<file path="src/hdl/pst_pkg.sv">
// Shared types and constants for the priority task scheduler.
package pst_pkg;

  // Default number of tasks and the id space that the fields allow.
  localparam int unsigned NUM_TASKS = 8;
  localparam int unsigned MAX_IDS   = 8;
  localparam int unsigned ID_W      = 3;
  localparam int unsigned CUR_W     = 4;
  localparam logic [CUR_W-1:0] NO_TASK = 4'd8;

  // Scheduler operation codes.
  typedef enum logic [2:0] {
    FUNC_ADD      = 3'd0,
    FUNC_SLEEP    = 3'd1,
    FUNC_WAIT     = 3'd2,
    FUNC_WAIT_TO  = 3'd3,
    FUNC_SET      = 3'd4,
    FUNC_TICK     = 3'd5,
    FUNC_RESCHED  = 3'd6,
    FUNC_COLLECT  = 3'd7
  } func_e;

  // Per-task run state.
  typedef enum logic [1:0] {
    ST_READY     = 2'd0,
    ST_WAIT_TIME = 2'd1,
    ST_WAIT_FLAG = 2'd2
  } tstate_e;

  // Request transaction.
  typedef struct packed {
    func_e             func;
    logic [ID_W-1:0]   task_id;
    logic [31:0]       event_mask;
    logic [31:0]       wait_time;
  } pst_req_t;

  // Result transaction.
  typedef struct packed {
    logic [ID_W-1:0] next_task;
    logic            switch_request;
    logic [31:0]     events;
  } pst_rsp_t;

  // Commands from the controller to the datapath.
  typedef struct packed {
    logic latch;
    logic apply;
    logic load_ptr;
    logic dec_ptr;
    logic tick_step;
    logic pick_step;
    logic finish_sel;
    logic finish_nosel;
  } pst_cmd_t;

  // Status from the datapath to the controller.
  typedef struct packed {
    logic ptr_zero;
    logic ready_hit;
    logic no_select;
    logic is_tick;
  } pst_sts_t;

endpackage

</file>
<file path="src/hdl/pst_ctrl.sv">
// Sequencing state machine of the priority task scheduler.
module pst_ctrl (
  input  logic              clk_i,
  input  logic              rst_ni,
  input  logic              start,
  output logic              busy,
  input  pst_pkg::pst_sts_t sts_i,
  output pst_pkg::pst_cmd_t cmd_o
);

  typedef enum logic [3:0] {
    S_IDLE  = 4'b0001,
    S_APPLY = 4'b0010,
    S_TICK  = 4'b0100,
    S_PICK  = 4'b1000
  } state_e;

  state_e state_q, state_d;

  // State register.
  always_ff @(posedge clk_i or negedge rst_ni) begin
    if (!rst_ni) begin
      state_q <= S_IDLE;
    end else begin
      state_q <= state_d;
    end
  end

  assign busy = (state_q != S_IDLE);

  // Next state and datapath commands.
  always_comb begin
    state_d = state_q;
    cmd_o   = '0;
    case (state_q)
      S_IDLE: begin
        if (start) begin
          cmd_o.latch = 1'b1;
          state_d     = S_APPLY;
        end
      end
      S_APPLY: begin
        cmd_o.apply = 1'b1;
        if (sts_i.no_select) begin
          cmd_o.finish_nosel = 1'b1;
          state_d            = S_IDLE;
        end else begin
          cmd_o.load_ptr = 1'b1;
          state_d        = sts_i.is_tick ? S_TICK : S_PICK;
        end
      end
      S_TICK: begin
        // Count down every timeout from the highest task to task 1.
        if (sts_i.ptr_zero) begin
          cmd_o.load_ptr = 1'b1;
          state_d        = S_PICK;
        end else begin
          cmd_o.tick_step = 1'b1;
          cmd_o.dec_ptr   = 1'b1;
        end
      end
      S_PICK: begin
        // Stop at the first ready task, or fall back to the idle task.
        cmd_o.pick_step = !sts_i.ptr_zero;
        if (sts_i.ptr_zero || sts_i.ready_hit) begin
          cmd_o.finish_sel = 1'b1;
          state_d          = S_IDLE;
        end else begin
          cmd_o.dec_ptr = 1'b1;
        end
      end
      default: begin
        state_d = S_IDLE;
      end
    endcase
  end

endmodule

</file>
<file path="src/hdl/pst_datapath.sv">
// Task table, scan pointer and result register of the priority task scheduler.
module pst_datapath #(
  parameter int unsigned NumTasks = pst_pkg::NUM_TASKS
) (
  input  logic              clk_i,
  input  logic              rst_ni,
  input  pst_pkg::pst_req_t req_i,
  input  pst_pkg::pst_cmd_t cmd_i,
  output pst_pkg::pst_sts_t sts_o,
  output logic              result_valid_o,
  output pst_pkg::pst_rsp_t rsp_o
);

  localparam int unsigned Depth =
    (NumTasks < pst_pkg::MAX_IDS) ? NumTasks : pst_pkg::MAX_IDS;
  localparam int unsigned IdxW  = $clog2(Depth);
  localparam int unsigned IdW   = pst_pkg::ID_W;
  localparam int unsigned CurW  = pst_pkg::CUR_W;

  pst_pkg::pst_req_t req_q;
  logic [IdW-1:0]    ptr_q, ptr_d;
  logic [IdW-1:0]    highest_q, highest_d;
  logic [CurW-1:0]   cur_q, cur_d;
  logic              valid_q;
  pst_pkg::pst_rsp_t rsp_q, rsp_d;

  pst_pkg::tstate_e  state_q   [Depth];
  logic [31:0]       timeout_q [Depth];
  logic [31:0]       flags_q   [Depth];
  logic [31:0]       mask_q    [Depth];

  logic              has_cur, tid_ok, use_tid, we;
  logic [IdW-1:0]    cur_id, addr;
  logic [IdxW-1:0]   idx;
  pst_pkg::tstate_e  st_r, st_w;
  logic [31:0]       to_r, to_w, fl_r, fl_w, mk_r, mk_w;

  // Request register.
  always_ff @(posedge clk_i) begin
    if (cmd_i.latch) begin
      req_q <= req_i;
    end
  end

  // Entry selection: operations address the target or current task, scans use the pointer.
  assign has_cur = (cur_q < CurW'(Depth));
  assign tid_ok  = ({1'b0, req_q.task_id} < CurW'(Depth));
  assign cur_id  = has_cur ? cur_q[IdW-1:0] : '0;
  assign use_tid = (req_q.func == pst_pkg::FUNC_ADD) || (req_q.func == pst_pkg::FUNC_SET);
  assign addr    = cmd_i.apply ? (use_tid ? req_q.task_id : cur_id) : ptr_q;
  assign idx     = addr[IdxW-1:0];

  assign st_r = state_q[idx];
  assign to_r = timeout_q[idx];
  assign fl_r = flags_q[idx];
  assign mk_r = mask_q[idx];

  // Status for the controller.
  assign sts_o.ptr_zero  = (ptr_q == '0);
  assign sts_o.ready_hit = (st_r == pst_pkg::ST_READY) ||
                           ((st_r == pst_pkg::ST_WAIT_FLAG) && ((fl_r & mk_r) != '0));
  assign sts_o.no_select = (req_q.func == pst_pkg::FUNC_ADD) ||
                           (req_q.func == pst_pkg::FUNC_COLLECT);
  assign sts_o.is_tick   = (req_q.func == pst_pkg::FUNC_TICK);

  // New contents of the selected entry.
  always_comb begin
    we        = 1'b0;
    st_w      = st_r;
    to_w      = to_r;
    fl_w      = fl_r;
    mk_w      = mk_r;
    highest_d = highest_q;
    if (cmd_i.apply) begin
      case (req_q.func)
        pst_pkg::FUNC_ADD: begin
          if (tid_ok) begin
            we   = 1'b1;
            st_w = pst_pkg::ST_READY;
            to_w = '0;
            fl_w = '0;
            mk_w = '0;
            if (req_q.task_id > highest_q) begin
              highest_d = req_q.task_id;
            end
          end
        end
        pst_pkg::FUNC_SLEEP: begin
          we   = has_cur;
          to_w = req_q.wait_time;
          st_w = pst_pkg::ST_WAIT_TIME;
        end
        pst_pkg::FUNC_WAIT, pst_pkg::FUNC_WAIT_TO: begin
          we   = has_cur;
          mk_w = req_q.event_mask;
          st_w = pst_pkg::ST_WAIT_FLAG;
          if (req_q.func == pst_pkg::FUNC_WAIT_TO) begin
            to_w = req_q.wait_time;
          end
        end
        pst_pkg::FUNC_SET: begin
          we   = tid_ok;
          fl_w = fl_r | req_q.event_mask;
        end
        pst_pkg::FUNC_COLLECT: begin
          we   = has_cur;
          fl_w = fl_r & ~mk_r;
        end
        default: begin
          we = 1'b0;
        end
      endcase
    end else if (cmd_i.tick_step) begin
      // A running timeout counts down and readies the task when it expires.
      if (to_r != '0) begin
        we   = 1'b1;
        to_w = to_r - 32'd1;
        if (to_r == 32'd1) begin
          st_w = pst_pkg::ST_READY;
        end
      end
    end else if (cmd_i.pick_step) begin
      // A flag wait whose mask is met becomes ready during the scan.
      if ((st_r == pst_pkg::ST_WAIT_FLAG) && ((fl_r & mk_r) != '0)) begin
        we   = 1'b1;
        st_w = pst_pkg::ST_READY;
      end
    end
  end

  // Task table.
  always_ff @(posedge clk_i or negedge rst_ni) begin
    if (!rst_ni) begin
      for (int i = 0; i < Depth; i++) begin
        state_q[i]   <= pst_pkg::ST_READY;
        timeout_q[i] <= '0;
        flags_q[i]   <= '0;
        mask_q[i]    <= '0;
      end
    end else if (we) begin
      state_q[idx]   <= st_w;
      timeout_q[idx] <= to_w;
      flags_q[idx]   <= fl_w;
      mask_q[idx]    <= mk_w;
    end
  end

  // Scan pointer, current task and result.
  always_comb begin
    ptr_d = ptr_q;
    if (cmd_i.load_ptr) begin
      ptr_d = highest_d;
    end else if (cmd_i.dec_ptr) begin
      ptr_d = ptr_q - IdW'(1);
    end
    cur_d = cur_q;
    rsp_d = rsp_q;
    if (cmd_i.finish_sel) begin
      cur_d                = {1'b0, ptr_q};
      rsp_d.next_task      = ptr_q;
      rsp_d.switch_request = ({1'b0, ptr_q} != cur_q);
      rsp_d.events         = '0;
    end else if (cmd_i.finish_nosel) begin
      rsp_d.next_task      = cur_id;
      rsp_d.switch_request = 1'b0;
      rsp_d.events         = ((req_q.func == pst_pkg::FUNC_COLLECT) && has_cur) ? fl_r : '0;
    end
  end

  always_ff @(posedge clk_i or negedge rst_ni) begin
    if (!rst_ni) begin
      ptr_q     <= '0;
      highest_q <= '0;
      cur_q     <= pst_pkg::NO_TASK;
      valid_q   <= 1'b0;
    end else begin
      ptr_q     <= ptr_d;
      highest_q <= highest_d;
      cur_q     <= cur_d;
      valid_q   <= cmd_i.finish_sel || cmd_i.finish_nosel;
    end
  end

  always_ff @(posedge clk_i) begin
    rsp_q <= rsp_d;
  end

  assign result_valid_o = valid_q;
  assign rsp_o          = rsp_q;

endmodule

</file>
<file path="src/hdl/priority_task_scheduler_unit.sv">
// Sequence: an accepted transaction is latched and applied; add task and collect strobe
// their registered result, while other operations first run the priority scan from the
// highest task down; before its scan, a tick counts down timeouts from there to task 1.
// One task entry is visited per cycle; busy stays high until the result strobe.
// A new transaction waits for the last result; start is taken again in the strobe cycle.
// Reset: all tasks ready with cleared timeouts, flags and masks, and no current task.
module priority_task_scheduler_unit #(
  parameter int unsigned NumTasks = pst_pkg::NUM_TASKS
) (
  input  logic              clk_i,
  input  logic              rst_ni,
  input  logic              start,
  output logic              busy,
  input  pst_pkg::pst_req_t req_i,
  output logic              result_valid_o,
  output pst_pkg::pst_rsp_t rsp_o
);

  pst_pkg::pst_cmd_t cmd;
  pst_pkg::pst_sts_t sts;

  // Operation sequencer.
  pst_ctrl u_ctrl (
    .clk_i  (clk_i),
    .rst_ni (rst_ni),
    .start  (start),
    .busy   (busy),
    .sts_i  (sts),
    .cmd_o  (cmd)
  );

  // Task table and result path.
  pst_datapath #(
    .NumTasks (NumTasks)
  ) u_datapath (
    .clk_i          (clk_i),
    .rst_ni         (rst_ni),
    .req_i          (req_i),
    .cmd_i          (cmd),
    .sts_o          (sts),
    .result_valid_o (result_valid_o),
    .rsp_o          (rsp_o)
  );

endmodule

</file>
<file path="config.mk">
export PLATFORM = sky130hd
export DESIGN_NAME = priority_task_scheduler_unit
export DESIGN_NICKNAME = d
export VERILOG_FILES = /design/src/hdl/pst_pkg.sv /design/src/hdl/pst_ctrl.sv /design/src/hdl/pst_datapath.sv /design/src/hdl/priority_task_scheduler_unit.sv
export SDC_FILE = /design/constraint.sdc
export NUM_CORES = 2
export LEC_CHECK = 0
export BUFFER_PORTS_ARGS = -buffer_cell sky130_fd_sc_hd__buf_2
export CELL_PAD_IN_SITES_DETAIL_PLACEMENT = 0
export CELL_PAD_IN_SITES_GLOBAL_PLACEMENT = 1
export CORE_MARGIN = 3
export CORE_UTILIZATION = 30
export DETAILED_ROUTE_END_ITERATION = 10
export GPL_TIMING_DRIVEN = 0
export HOLD_SLACK_MARGIN = 0.12
export PLACE_DENSITY_LB_ADDON = 0.1
export SLEW_MARGIN = 20
export SYNTH_ARGS = -nofsm -noshare
export SYNTH_HDL_FRONTEND = slang
export SYNTH_HIERARCHICAL = 1
export SYNTH_SLANG_ARGS = --single-unit
</file>
<file path="constraint.sdc">
create_clock -name clk_i -period 4.8 [get_ports clk_i]
set_clock_uncertainty 0.05 [all_clocks]
set_input_delay 0.96 -clock clk_i [delete_from_list [all_inputs] [get_ports clk_i]]
set_output_delay 0.96 -clock clk_i [all_outputs]
set_load 0.02 [all_outputs]
</file>
==> results.sh <==
export IMPL_outcome="finished with violations"
export IMPL_violations="negative setup slack"
export IMPL_final_util_pct=39.8
export IMPL_drc=0
export IMPL_setup_viol=834
export IMPL_core_mm2=0.142
export IMPL_ant_nets=0
export IMPL_synthDistinctLibCells=103
export IMPL_clock_sinks=905
export IMPL_yosys_area_top_type="dfrtp_1"
export IMPL_syn_num_nets=3484
export IMPL_ys_warnings_count=6
export IMPL_slew_headroom_pct=18.8
export IMPL_finalWirelength_um=199000
export IMPL_timing_final_ws_setup_ps=-810
export IMPL_die_h_um=386
export IMPL_ys_seq_elements=905
export IMPL_critPathMaxStageDelay_ps=450
export IMPL_dp_hpwl_um=125000
export IMPL_ys_seq_area_share_pct=52.7
export IMPL_grt_pass1_wl_um=275000
export IMPL_hold_path_startpoint="req_i[57]"
export IMPL_final_area_mm2=0.0567
export IMPL_synth_top_area_share_pct=46.0
export IMPL_crit_arrival_ps=6150
export IMPL_vias=32200
export IMPL_powerDensity_mw_per_mm2=512
export IMPL_ys_top_cells_by_area="dfrtp_1 46%, mux2_2 16%, edfxtp_1 5.1%"
export IMPL_fmax_mhz=178
export IMPL_synthCells=3403
export IMPL_hold_path_depth=1
export IMPL_fp_dieW_um=386
export IMPL_placed_cells=5421
export IMPL_holdWs_ps=355
export IMPL_grt_start_max_net_pins=123
export IMPL_r2r_start="u_ctrl/state_q[2]"
export IMPL_reg2reg_depth=24
export IMPL_grt_pass1_vias=32600
export IMPL_fp_row_count=138
export IMPL_syn_avg_cell_area_um2=12.7
export IMPL_seqPwrFrac_pct=31.8
export IMPL_leakagePower_nw=26.0
export IMPL_syn_area_mm2=0.0434
export IMPL_start_kind="flip-flop"
export IMPL_cts_root_buf="clkbuf_16"
export IMPL_clk_latency_ps=740
export IMPL_final_cells=5855
export IMPL_p_clk_share_pct=28.5
export IMPL_p_sw_mw=11.6
export IMPL_intPower_mw=17.5
export IMPL_maxSlewViolCount=0
export IMPL_synthTopCellsByCount="797 x dfrtp_1, 623 x mux2_2, 356 x nand2_1"
export IMPL_rsz0062_at_grt="true"
export IMPL_pwr_share_comb_pct=39.7
export IMPL_fillers=13700
export IMPL_p_sw_share_pct=39.8
export IMPL_yosysMostFrequentCell="dfrtp_1"
export IMPL_antenna_found_initial=10
export IMPL_fin_crit_ps=5610
export IMPL_first_pass_iters=5
export IMPL_synth_edf_count=74
export IMPL_tritoncts="built"
export IMPL_worstPathCellList="nor4b_4 -> buf_6 -> buf_8 -> nand2b_4 -> o311a_1 -> buf_6 -> nor2_4 -> buf_4 -> buf_6 -> a221o_1 -> a21oi_4 -> o22ai_4 -> nor4_4 -> nand3_4 -> buf_6 -> o2111ai_4 -> buf_12 -> a211o_1 -> buf_8 -> buf_12 -> buf_12 -> buf_12 -> buf_16 -> mux2_4"
export IMPL_num_io_pins=111
export IMPL_r2r_end="u_datapath/timeout_q[178]"
export IMPL_h_tree_depth=3
export IMPL_drt_initial_drc_count=2744
export IMPL_ir_drop_mv=0.300
export IMPL_grt_overflow_total=0
export IMPL_gr_usage_all_layers_pct=26.5
export IMPL_initial_core_util_pct=30.4
export IMPL_critPathKind="flip-flop to flip-flop"
export IMPL_dieArea_mm2=0.149
export IMPL_final_layout_size_suffix_gt1_share_pct=43.1
export IMPL_hold_path_class="input port to flip-flop"
export IMPL_max_cap_violations=0
export IMPL_port_buffers=110
export IMPL_worstPathRequired_ps=5340
export IMPL_vias_per_cell=5.50
export IMPL_clk_pin_slew_ps=60
export IMPL_finalHoldViolCount=0
export IMPL_ys_flop_type="dfrtp_1"
export IMPL_area_growth_pct=30.9
export IMPL_cp_slowest_cell="nor4_4"
export IMPL_finalWeightedCongestion=0.846
export IMPL_period_share_pct=117
export IMPL_ys_async_sr_fraction_pct=88.3
export IMPL_r2r_setup_slack_ps=-810
export IMPL_path_max_fanout=10
export IMPL_wl_per_cell_um=33.9
export IMPL_dpl_cell_area_mm2=0.0468
export IMPL_hold_end="u_datapath/req_q[57]"
export IMPL_cts_buffer_depth=3
export IMPL_cp_end_kind="flip-flop"
export IMPL_tightest_slew_ps=1220
export IMPL_fin_nets=3959
export IMPL_numCtsBuffers=108
[worst max-delay path, delay by kind of cell (launching register included)]
family / cells / cell delay, ps
flip-flops: 1 / 440
AO/OA/AOI/OAI: 6 / 1310
AND/OR/NAND/NOR: 5 / 1300
multiplexers: 1 / 300
buffers and inverters: 12 / 2000
[metal layers]
metal | GRT usage (%) | up-vias | routed length, um
met5 | 0 | - | 57
met4 | 7.88 | 8 | 6230
met3 | 4.59 | 275 | 12900
met2 | 40.3 | 1103 | 87300
met1 | 38.4 | 17300 | 92100
li1 | - | 13500 | -
[repair_timing]
item                       4_1_cts  5_1_grt
setup endpoints to repair      834      834
gates resized for setup        766       82
cloned                          44        0
buffers inserted               178       20
hold buffers                     1        0
hold endpoints to repair        17        0
pin swaps                       51       31
[kinds of logic (layout without fill, tap and decap cells)]
group / count (synthesis) / in the layout / share of synthesized area [%]
adder cells (fa/ha/maj): 8 / 8 / 0.231
AND/OR/NAND/NOR: 610 / 610 / 6.50
AO/OA/AOI/OAI: 568 / 568 / 8.97
flip-flops: 905 / 905 / 52.7
multiplexers: 1000 / 1000 / 26.9
XOR/XNOR: 26 / 26 / 0.525
other: 0 / 1 / 0
buffers and inverters: 286 / 847 / 4.18
[cells in the final DEF (no fill, tap or decap), types with 27 or more instances in the layout]
cell type and n:
nand3_1 95, mux2i_1 185, buf_12 109, dfrtp_1 795, dfxtp_1 32, buf_6 61, o21ai_1 34, mux2_4 233
clkbuf_1 62, edfxtp_1 74, inv_1 42, buf_4 151, buf_8 30, clkbuf_16 116, mux2_2 519, buf_16 64
o22ai_1 51, o21ai_0 52, nor2_1 28, nand2_1 344, buf_2 119, a21oi_1 132, mux4_2 27
[state kept, by name, summed over array words and instances, names as in the netlist]
register and cells:
u_datapath/flags_q 256, u_datapath/mask_q 256, u_datapath/timeout_q 256, u_datapath/req_q 70, u_datapath/rsp_o 36, u_datapath/state_q 16, u_ctrl/state_q 4, u_datapath/cur_q 4
u_datapath/highest_q 3, u_datapath/ptr_q 3, u_datapath/result_valid_o 1
[per-stage QoR]
stage / setup TNS, ps / total power [mW] / setup slack (ps)
3_5_place_dp: -2613200 / 18.7 / -4400
6_report: -571070 / 29.0 / -810
3_3_place_gp: - / 18.6 / -16760
5_1_grt: -643550 / 30.1 / -890
4_1_cts: -592430 / 28.9 / -853
2_1_floorplan: -57.5 / 14.3 / -15.7
[final cells by class]
class	instances	area (um2)	area share (%)
diodes	1	2.50	0.00441
plain buffers	240	3210	5.67
clock buffers	154	3100	5.46
clock inverters	42	395	0.697
inverters	42	158	0.278
multi-input cells	2212	20400	35.9
flip-flops and latches	905	22900	40.3
well taps	1890	2360	4.17
repair buffers	369	4290	7.56
[how the worst max path moves through the flow]
stage                       from                        end
6_report       u_ctrl/state_q[2]  u_datapath/timeout_q[178]
5_1_grt        u_ctrl/state_q[2]     u_datapath/mask_q[201]
4_1_cts        u_ctrl/state_q[3]        u_datapath/rsp_o[1]
3_5_place_dp   u_ctrl/state_q[3]        u_datapath/rsp_o[4]
3_3_place_gp              rst_ni    u_datapath/flags_q[137]
2_1_floorplan  u_ctrl/state_q[3]   u_datapath/timeout_q[54]
[power by group through the flow]
stage                     registers, mW  clock network [mW]  logic (mW)
after global routing               9.32                8.80        11.9
final                              9.22                8.29        11.5
after detailed placement           9.32                   0        9.33
after CTS                          9.20                8.49        11.2
after global placement             9.37                   0        9.22
after floorplan                    9.14                   0        5.21
No activity file was read; power rests on OpenSTA's default activity.
